`config.mk`:
```
export PLATFORM = sky130hd
export DESIGN_NAME = sha256_stream_hasher
export DESIGN_NICKNAME = d
export VERILOG_FILES = /design/src/rtl/core/sha_pkg.sv /design/src/rtl/core/sha_fifo.sv /design/src/rtl/core/sha_core.sv /design/src/rtl/core/sha256_stream_hasher.sv
export SDC_FILE = /design/constraint.sdc
export NUM_CORES = 2
export LEC_CHECK = 0
export BUFFER_PORTS_ARGS = -buffer_cell sky130_fd_sc_hd__buf_2
export CORE_ASPECT_RATIO = 1.75
export CORE_MARGIN = 1
export CORE_UTILIZATION = 60
export DETAILED_ROUTE_END_ITERATION = 16
export HOLD_SLACK_MARGIN = 0.02
export PLACE_DENSITY = 0.79
export SLEW_MARGIN = 20
export SYNTH_ARGS = -nofsm -noshare
export SYNTH_HDL_FRONTEND = slang
export SYNTH_SLANG_ARGS = --single-unit
```
`constraint.sdc`:
```
create_clock -name clk -period 33.7 [get_ports clk]
set_clock_uncertainty 0.15 [all_clocks]
set_input_delay 1.685 -clock clk [delete_from_list [all_inputs] [get_ports clk]]
set_output_delay 1.685 -clock clk [all_outputs]
set_load 0.02 [all_outputs]
```
`src/rtl/core/sha_pkg.sv`:
```
// ----------------------------------------------------------------------------
// sha_pkg: shared types, constants and round functions for the SHA-256 hasher
// Holds the initial hash words, the round constant table and the item type
// passed from the byte front end to the compression back end.
// ----------------------------------------------------------------------------
package sha_pkg;

  localparam int QueueDepth = 4;
  localparam int QueuePtrW  = 2;

  localparam logic [7:0] PadByte = 8'h80;

  typedef struct packed {
    logic [7:0] data_byte;
    logic       byte_valid;
    logic       end_of_message;
  } item_t;

  typedef logic [31:0] word_t;

  function automatic word_t init_h(input logic [2:0] idx);
    word_t r;
    case (idx)
      3'd0: r = 32'h6a09e667;
      3'd1: r = 32'hbb67ae85;
      3'd2: r = 32'h3c6ef372;
      3'd3: r = 32'ha54ff53a;
      3'd4: r = 32'h510e527f;
      3'd5: r = 32'h9b05688c;
      3'd6: r = 32'h1f83d9ab;
      default: r = 32'h5be0cd19;
    endcase
    return r;
  endfunction

  function automatic word_t round_k(input logic [5:0] idx);
    word_t r;
    case (idx)
      6'd0: r = 32'h428a2f98; 6'd1: r = 32'h71374491; 6'd2: r = 32'hb5c0fbcf;
      6'd3: r = 32'he9b5dba5; 6'd4: r = 32'h3956c25b; 6'd5: r = 32'h59f111f1;
      6'd6: r = 32'h923f82a4; 6'd7: r = 32'hab1c5ed5; 6'd8: r = 32'hd807aa98;
      6'd9: r = 32'h12835b01; 6'd10: r = 32'h243185be; 6'd11: r = 32'h550c7dc3;
      6'd12: r = 32'h72be5d74; 6'd13: r = 32'h80deb1fe; 6'd14: r = 32'h9bdc06a7;
      6'd15: r = 32'hc19bf174; 6'd16: r = 32'he49b69c1; 6'd17: r = 32'hefbe4786;
      6'd18: r = 32'h0fc19dc6; 6'd19: r = 32'h240ca1cc; 6'd20: r = 32'h2de92c6f;
      6'd21: r = 32'h4a7484aa; 6'd22: r = 32'h5cb0a9dc; 6'd23: r = 32'h76f988da;
      6'd24: r = 32'h983e5152; 6'd25: r = 32'ha831c66d; 6'd26: r = 32'hb00327c8;
      6'd27: r = 32'hbf597fc7; 6'd28: r = 32'hc6e00bf3; 6'd29: r = 32'hd5a79147;
      6'd30: r = 32'h06ca6351; 6'd31: r = 32'h14292967; 6'd32: r = 32'h27b70a85;
      6'd33: r = 32'h2e1b2138; 6'd34: r = 32'h4d2c6dfc; 6'd35: r = 32'h53380d13;
      6'd36: r = 32'h650a7354; 6'd37: r = 32'h766a0abb; 6'd38: r = 32'h81c2c92e;
      6'd39: r = 32'h92722c85; 6'd40: r = 32'ha2bfe8a1; 6'd41: r = 32'ha81a664b;
      6'd42: r = 32'hc24b8b70; 6'd43: r = 32'hc76c51a3; 6'd44: r = 32'hd192e819;
      6'd45: r = 32'hd6990624; 6'd46: r = 32'hf40e3585; 6'd47: r = 32'h106aa070;
      6'd48: r = 32'h19a4c116; 6'd49: r = 32'h1e376c08; 6'd50: r = 32'h2748774c;
      6'd51: r = 32'h34b0bcb5; 6'd52: r = 32'h391c0cb3; 6'd53: r = 32'h4ed8aa4a;
      6'd54: r = 32'h5b9cca4f; 6'd55: r = 32'h682e6ff3; 6'd56: r = 32'h748f82ee;
      6'd57: r = 32'h78a5636f; 6'd58: r = 32'h84c87814; 6'd59: r = 32'h8cc70208;
      6'd60: r = 32'h90befffa; 6'd61: r = 32'ha4506ceb; 6'd62: r = 32'hbef9a3f7;
      default: r = 32'hc67178f2;
    endcase
    return r;
  endfunction

  function automatic word_t rotr(input word_t x, input int n);
    return (x >> n) | (x << (32 - n));
  endfunction

endpackage

```
`src/rtl/core/sha_fifo.sv`:
```
// ----------------------------------------------------------------------------
// sha_fifo: short item queue between the byte front end and the back end
// Decouples input acceptance from block compression.
// ----------------------------------------------------------------------------
module sha_fifo import sha_pkg::*; (
  input  logic  clk,
  input  logic  rst,
  input  logic  push,
  input  item_t push_item,
  output logic  full,
  input  logic  pop,
  output item_t pop_item,
  output logic  empty
);

  item_t               slots [QueueDepth];
  logic [QueuePtrW-1:0] wr_ptr;
  logic [QueuePtrW-1:0] rd_ptr;
  logic [QueuePtrW:0]   count;
  logic                 do_push;
  logic                 do_pop;

  assign full     = (count == (QueuePtrW+1)'(QueueDepth));
  assign empty    = (count == '0);
  assign do_push  = push && !full;
  assign do_pop   = pop && !empty;
  assign pop_item = slots[rd_ptr];

  // payload store
  always_ff @(posedge clk) begin
    if (do_push) begin
      slots[wr_ptr] <= push_item;
    end
  end

  // pointers and occupancy
  always_ff @(posedge clk) begin
    if (rst) begin
      wr_ptr <= '0;
      rd_ptr <= '0;
      count  <= '0;
    end else begin
      if (do_push) wr_ptr <= wr_ptr + 1'b1;
      if (do_pop)  rd_ptr <= rd_ptr + 1'b1;
      count <= count + (QueuePtrW+1)'(do_push) - (QueuePtrW+1)'(do_pop);
    end
  end

endmodule

```
`src/rtl/core/sha_core.sv`:
```
// ----------------------------------------------------------------------------
// sha_core: block buffer, padding sequencer and one-round-per-cycle SHA-256
// Takes one queued item at a time, fills the 64-byte block, pads at end of
// message and writes four digest beats into the output register.
// ----------------------------------------------------------------------------
module sha_core import sha_pkg::*; (
  input  logic        clk,
  input  logic        rst,
  input  logic        item_ready,
  input  item_t       item,
  output logic        item_take,
  output logic [63:0] digest_word,
  output logic [1:0]  word_index,
  output logic        last_word,
  output logic        empty,
  input  logic        pop
);

  localparam logic [2:0] S_IDLE  = 3'd0;
  localparam logic [2:0] S_PAD   = 3'd1;
  localparam logic [2:0] S_ROUND = 3'd2;
  localparam logic [2:0] S_ADD   = 3'd3;
  localparam logic [2:0] S_OUT   = 3'd4;

  logic [2:0]  state;
  logic [5:0]  fill;
  logic [60:0] byte_count;
  logic        finishing;   // current compression is the last of the message
  logic        pad_again;   // length block still to come after this one
  logic        pad_pending; // message closed on a full block, pad byte not placed
  logic [5:0]  rnd;
  word_t       w [16];
  word_t       h [8];
  word_t       v [8];
  logic [1:0]  out_idx;
  logic        out_valid;

  word_t w_new, s0, s1, t1, t2, k_val;
  logic [63:0] bit_len;

  assign bit_len = {byte_count, 3'b000};
  assign k_val   = round_k(rnd);
  assign item_take = (state == S_IDLE) && item_ready;

  // message schedule and round datapath
  always_comb begin
    s0    = rotr(w[1], 7) ^ rotr(w[1], 18) ^ (w[1] >> 3);
    s1    = rotr(w[14], 17) ^ rotr(w[14], 19) ^ (w[14] >> 10);
    w_new = w[0] + s0 + w[9] + s1;
    t1    = v[7] + (rotr(v[4], 6) ^ rotr(v[4], 11) ^ rotr(v[4], 25))
          + ((v[4] & v[5]) ^ (~v[4] & v[6])) + k_val + w[0];
    t2    = (rotr(v[0], 2) ^ rotr(v[0], 13) ^ rotr(v[0], 22))
          + ((v[0] & v[1]) ^ (v[0] & v[2]) ^ (v[1] & v[2]));
  end

  // output beat register
  assign empty       = !out_valid;
  assign word_index  = out_idx;
  assign last_word   = (out_idx == 2'd3);
  assign digest_word = {h[{out_idx, 1'b0}], h[{out_idx, 1'b1}]};

  always_ff @(posedge clk) begin
    if (rst) begin
      state       <= S_IDLE;
      fill        <= '0;
      byte_count  <= '0;
      finishing   <= 1'b0;
      pad_again   <= 1'b0;
      pad_pending <= 1'b0;
      rnd         <= '0;
      out_idx     <= '0;
      out_valid   <= 1'b0;
      for (int i = 0; i < 8; i++) h[i] <= init_h(3'(i));
    end else begin
      case (state)
        // take one item: store byte, pick next action
        S_IDLE: begin
          if (item_ready) begin
            if (item.byte_valid) begin
              w[fill[5:2]][8*(3-fill[1:0]) +: 8] <= item.data_byte;
              fill       <= fill + 1'b1;
              byte_count <= byte_count + 1'b1;
            end
            if (item.byte_valid && fill == 6'd63) begin
              state       <= S_ROUND;
              rnd         <= '0;
              finishing   <= 1'b0;
              pad_again   <= 1'b0;
              pad_pending <= item.end_of_message;
              for (int i = 0; i < 8; i++) v[i] <= h[i];
            end else if (item.end_of_message) begin
              state <= S_PAD;
            end
          end
        end
        // pad byte if not yet placed, zeros and, if it fits, the length; then start compression
        S_PAD: begin
          if (fill >= 6'd56) begin
            // no room for length: pad this block, length block follows
            for (int i = 0; i < 64; i++) begin
              if (6'(i) == fill) w[i/4][8*(3-i%4) +: 8] <= PadByte;
              else if (6'(i) > fill) w[i/4][8*(3-i%4) +: 8] <= 8'h00;
            end
            pad_again <= 1'b1;
            finishing <= 1'b0;
          end else begin
            for (int i = 0; i < 56; i++) begin
              if (6'(i) == fill && !pad_again) w[i/4][8*(3-i%4) +: 8] <= PadByte;
              else if (6'(i) > fill || (pad_again && 6'(i) == fill))
                w[i/4][8*(3-i%4) +: 8] <= 8'h00;
            end
            w[14]     <= bit_len[63:32];
            w[15]     <= bit_len[31:0];
            pad_again <= 1'b0;
            finishing <= 1'b1;
          end
          pad_pending <= 1'b0;
          fill  <= '0;
          rnd   <= '0;
          state <= S_ROUND;
          for (int i = 0; i < 8; i++) v[i] <= h[i];
        end
        // one round per cycle, schedule slides in a 16-word window
        S_ROUND: begin
          v[7] <= v[6]; v[6] <= v[5]; v[5] <= v[4]; v[4] <= v[3] + t1;
          v[3] <= v[2]; v[2] <= v[1]; v[1] <= v[0]; v[0] <= t1 + t2;
          for (int i = 0; i < 15; i++) w[i] <= w[i+1];
          w[15] <= w_new;
          rnd   <= rnd + 1'b1;
          if (rnd == 6'd63) state <= S_ADD;
        end
        // fold into chaining words
        S_ADD: begin
          for (int i = 0; i < 8; i++) h[i] <= h[i] + v[i];
          fill <= '0;
          if (finishing) begin
            state     <= S_OUT;
            out_idx   <= '0;
            out_valid <= 1'b1;
          end else if (pad_again || pad_pending) begin
            // length block, or full block ended the message (pad byte pending)
            state <= S_PAD;
          end else begin
            state <= S_IDLE;
          end
        end
        // four digest beats, then restart the message
        S_OUT: begin
          if (pop) begin
            out_idx <= out_idx + 1'b1;
            if (out_idx == 2'd3) begin
              out_valid  <= 1'b0;
              state      <= S_IDLE;
              byte_count <= '0;
              finishing  <= 1'b0;
              for (int i = 0; i < 8; i++) h[i] <= init_h(3'(i));
            end
          end
        end
        default: state <= S_IDLE;
      endcase
    end
  end

endmodule

```
`src/rtl/core/sha256_stream_hasher.sv`:
```
// ----------------------------------------------------------------------------
// sha256_stream_hasher: SHA-256 over a byte stream
// Input queue: push a beat of {data_byte, byte_valid, end_of_message} while
// full is low. A beat with byte_valid low is a marker only; with
// end_of_message high the message closes after the beat's byte.
// Output queue: four digest beats per message, word_index 0 (most
// significant) to 3, last_word on the fourth; pop while empty is low.
// A four-entry item queue sits in front of the core so input beats keep
// landing while the core compresses; a pushed beat is registered in the
// queue before the core can take it. The core takes bytes while idle;
// every 64th byte starts 64 rounds (one per cycle) and the fold. End of
// message adds a padding step and a compression for each closing block:
// one block when the length fits, two when it spills over. The digest
// beats follow at up to one per cycle. The core holds the digest until
// all four beats are popped and takes no new item meanwhile; a stalled
// reader therefore backs up the input queue. Reset (rst, synchronous)
// empties the queue, loads the initial hash words and clears the byte count.
// ----------------------------------------------------------------------------
module sha256_stream_hasher import sha_pkg::*; (
  input  logic        clk,
  input  logic        rst,
  input  logic [7:0]  data_byte,
  input  logic        byte_valid,
  input  logic        end_of_message,
  input  logic        push,
  output logic        full,
  output logic [63:0] digest_word,
  output logic [1:0]  word_index,
  output logic        last_word,
  output logic        empty,
  input  logic        pop
);

  item_t in_item;
  item_t q_item;
  logic  q_empty;
  logic  q_take;

  assign in_item = '{data_byte: data_byte, byte_valid: byte_valid,
                     end_of_message: end_of_message};

  // front: item queue
  sha_fifo u_fifo (
    .clk(clk), .rst(rst), .push(push), .push_item(in_item), .full(full),
    .pop(q_take), .pop_item(q_item), .empty(q_empty)
  );

  // back: buffer, padding and compression
  sha_core u_core (
    .clk(clk), .rst(rst), .item_ready(!q_empty), .item(q_item),
    .item_take(q_take), .digest_word(digest_word), .word_index(word_index),
    .last_word(last_word), .empty(empty), .pop(pop)
  );

  // checks
  a_last_idx: assert property (@(posedge clk) disable iff (rst)
    !empty |-> (last_word == (word_index == 2'd3)))
    else $error("last_word disagrees with word_index");
  a_idx_step: assert property (@(posedge clk) disable iff (rst)
    (pop && !empty && word_index != 2'd3) |=> (!empty && word_index == $past(word_index) + 2'd1))
    else $error("digest beat order broken");
  a_no_take_out: assert property (@(posedge clk) disable iff (rst)
    !empty |-> !q_take)
    else $error("core took an item while digest pending");

endmodule

```
==> summary.txt <==
number of buffer cells added on primary ports -> 82
highest net fanout along the worst path -> 6
fmax -> 101 MHz
share of post-route cells with drive strength above 1 -> 7.79%
die span in x -> 273 um
Final period util -> 29.4%
cell class contributing the biggest share of worst-path delay -> compound AO/OA/AOI/OAI gates
crit path buf inv count -> 4
hpwl dp -> 229 mm
floorplan die height -> 475 um
Post-synth EDFFs -> 568
total congestion overflow -> 0
Via density -> 6.82
final estimated routing congestion in global placement -> 1.14
result of the run -> complete, no violations
data required time at the worst endpoint -> 34,100 ps
Yosys top cell area share -> 22.2%
antenna violations before repair -> 21
post-synth top area cell -> sky130_fd_sc_hd__edfxtp_1
number of buffers created by CTS -> 113
kind of path behind the tightest hold check -> register to register
starting density of the core -> 60.5%
CTS H-Tree Depth -> 3
pre-CTS worst setup slack -> 24,370 ps
full die area -> 130,000 sq um
Critical Path Max Stage Delay -> 770 ps
sequential area share after synthesis -> 38.4%
Slew Limit Fails -> 0
Worst slew margin -> 10.2%
flip-flop and latch count after synthesis -> 1,189
GRT Util Overall -> 47.4%
most frequent cells after synthesis -> sky130_fd_sc_hd__nand2_1 (1,134), sky130_fd_sc_hd__a21oi_1 (891), sky130_fd_sc_hd__nor2_1 (850), sky130_fd_sc_hd__dfxtp_1 (621), sky130_fd_sc_hd__edfxtp_1 (568)
Cells after Synth -> 8,551
start-to-end type of the worst setup path -> register to register
number of distinct library cells after synthesis -> 108
std cell rows -> 173
CTS Root Cell -> sky130_fd_sc_hd__clkbuf_16
synthesized area -> 76,800 sq um
final cell count without fillers -> 10.1k
RSZ-0062 raised after global routing -> no
main area contributors after synthesis -> sky130_fd_sc_hd__edfxtp_1 (22%), sky130_fd_sc_hd__dfxtp_1 (16%), sky130_fd_sc_hd__ha_1 (6.6%)
element type at the critical path end -> register
clock network latency to the later pin of the worst-skew pair -> 800 ps
vias in the first global route -> 68.1k
number of violations reported at the end of detailed-routing iteration 0 -> 7,504
startpoint class of the critical path -> register
flip-flop cell with the highest count after synthesis -> sky130_fd_sc_hd__dfxtp_1
detailed-routing iteration count for the pre-antenna-repair pass -> 6
number of primary I/O pins -> 83
library cell with the highest instance count after synthesis -> sky130_fd_sc_hd__nand2_1
count of synthesis-stage warnings from yosys -> 0
Tightest Pin Transition -> 1350 ps
setup TNS after final layout -> 0 ps
final setup violation count -> 0
total instance count after detailed placement -> 9,904
PostCTS Resize Cnt -> 0
maximum buffer depth of the clock tree -> 3
number of failing hold endpoints at the final stage -> 0
remaining number of nets flagged by the antenna check after routing -> 0
max-cap check violation count -> 0
total number of nets in the final design -> 8,975
area of the core region -> 127,000 sq um
drc violations -> 0
overall routed net length -> 308 mm
clock transition at the registers of the reported paths -> 80 ps
worst setup margin -> 23,800 ps
Post-CTS Hold Fix Bufs -> 0
post-DR wirelength/cell -> 30.4 um
fraction of registers with async set/reset -> 0%
cell type of the slowest stage on the worst timing path -> sky130_fd_sc_hd__o21ai_0
CTS sink count -> 1,189
Synth-to-Final Area Change -> 7.40%
endpoint arrival time on the critical path -> 10,300 ps
post-synth net total -> 9,164
final critical-path required period -> 9900 ps
maximum number of pins on one net before global-route repair -> 147
syn_area_per_cell -> 8.99 sq um
Setup Buffers After CTS -> 0
global-route wire length before repair -> 447 mm
total vias in the final route -> 69.2k
clock tree from TritonCTS -> yes
## flip-flops by register name, summed over array words and instances (netlist names), named ones only
| register | flops |
|---|---|
| u_core.fill | 6 |
| u_core.word_index | 2 |
| u_core.out_valid | 1 |
| u_core.state | 3 |
| u_fifo.count | 3 |
| u_core.k_val | 32 |
| u_core.finishing | 1 |
| u_fifo.wr_ptr | 2 |
| u_core.byte_count | 61 |
| u_core.pad_again | 1 |
| u_core.rnd | 6 |
| u_fifo.slots | 40 |
| u_core.w | 512 |
| u_core.pad_pending | 1 |
| u_core.h | 256 |
| u_core.v | 256 |
| u_fifo.rd_ptr | 2 |
## placed cells by master (no fill, tap or decap), types with 75 or more instances in the layout
cell type                      n
sky130_fd_sc_hd__a211oi_1    423
sky130_fd_sc_hd__a21o_1      169
sky130_fd_sc_hd__a21oi_1     890
sky130_fd_sc_hd__buf_2        84
sky130_fd_sc_hd__buf_4       124
sky130_fd_sc_hd__clkbuf_16   121
sky130_fd_sc_hd__dfxtp_1     619
sky130_fd_sc_hd__edfxtp_1    568
sky130_fd_sc_hd__fa_1        196
sky130_fd_sc_hd__ha_1        403
sky130_fd_sc_hd__inv_1       268
sky130_fd_sc_hd__nand2_1    1131
sky130_fd_sc_hd__nand2b_1     75
sky130_fd_sc_hd__nand3_1     121
sky130_fd_sc_hd__nor2_1      841
sky130_fd_sc_hd__nor3_1      107
sky130_fd_sc_hd__o21ai_0     422
sky130_fd_sc_hd__xnor2_1     386
sky130_fd_sc_hd__xor2_1      226
## per-stage QoR
step,cell area [sq um],hold slack [ps],utilization [%]
2_1_floorplan,76800,287,-
3_3_place_gp,78300,313,61.7
3_5_place_dp,78400,312,61.7
4_1_cts,82300,340,64.8
5_1_grt,82500,364,64.9
6_report,82500,341,64.9
## cells by family (layout without fill, tap and decap cells)
| family | Yosys count | in the layout | share of synthesized area (%) |
|---|---|---|---|
| other | 0 | 16 | 0 |
| and+or+nand+nor | 2657 | 2657 | 15.0 |
| xor gates and xnor gates | 619 | 619 | 7.09 |
| AOI/OAI and AO/OA | 2555 | 2555 | 20.8 |
| muxes | 118 | 118 | 2.78 |
| DFF | 1189 | 1189 | 38.4 |
| buffers and inverters | 792 | 704 | 4.00 |
| adders and majority gates | 621 | 621 | 12.0 |
## cell type report
cell class                      instances  area [sq um]
Tap cell                             1662          2080
Clock inverter                         49           553
Timing Repair Buffer                  212          1400
Fill cell                           10400         44500
Multi-Input combinational cell       6570         44500
Sequential cell                      1189         29500
Clock buffer                          167          3410
Inverter                              276          1040
Antenna cell                           16          40.0
## path summary, 6_finish.rpt
path                            slack, ps                            end                           from  depth (start not counted)
worst max-delay path                23800      u_core.v[0][31]$_DFFE_PP_      u_core.v[2][27]$_DFFE_PP_                         29
worst min register to register        340  u_core.out_valid$_SDFFE_PP0P_  u_core.out_valid$_SDFFE_PP0P_                          2
worst max register to register      23800      u_core.v[0][31]$_DFFE_PP_      u_core.v[2][27]$_DFFE_PP_                         29
worst min-delay path                  340  u_core.out_valid$_SDFFE_PP0P_  u_core.out_valid$_SDFFE_PP0P_                          2
## routing by layer
metal / track usage (%) / vias up / part of all wire [%]
met1: 46.6 / 33000 / 31
met2: 77.9 / 4293 / 47
met3: 11.9 / 1645 / 9.0
met4: 51.6 / 18 / 13
met5: 0 / - / 0.046
li1: - / 30300 / -
## worst register-to-register path: cells and delay by family (launching register included)
kind	cells	cell delay [ps]
mux	1	260
buf+inv	4	260
simple gates	2	240
flops	1	620
xor+xnor	4	1120
compound gates	12	4250
fa+ha+maj	6	2760
Power is left out: the tool's default activity adds up to more than one toggle a clock period on the data nets, which glitch-free logic cannot reach.
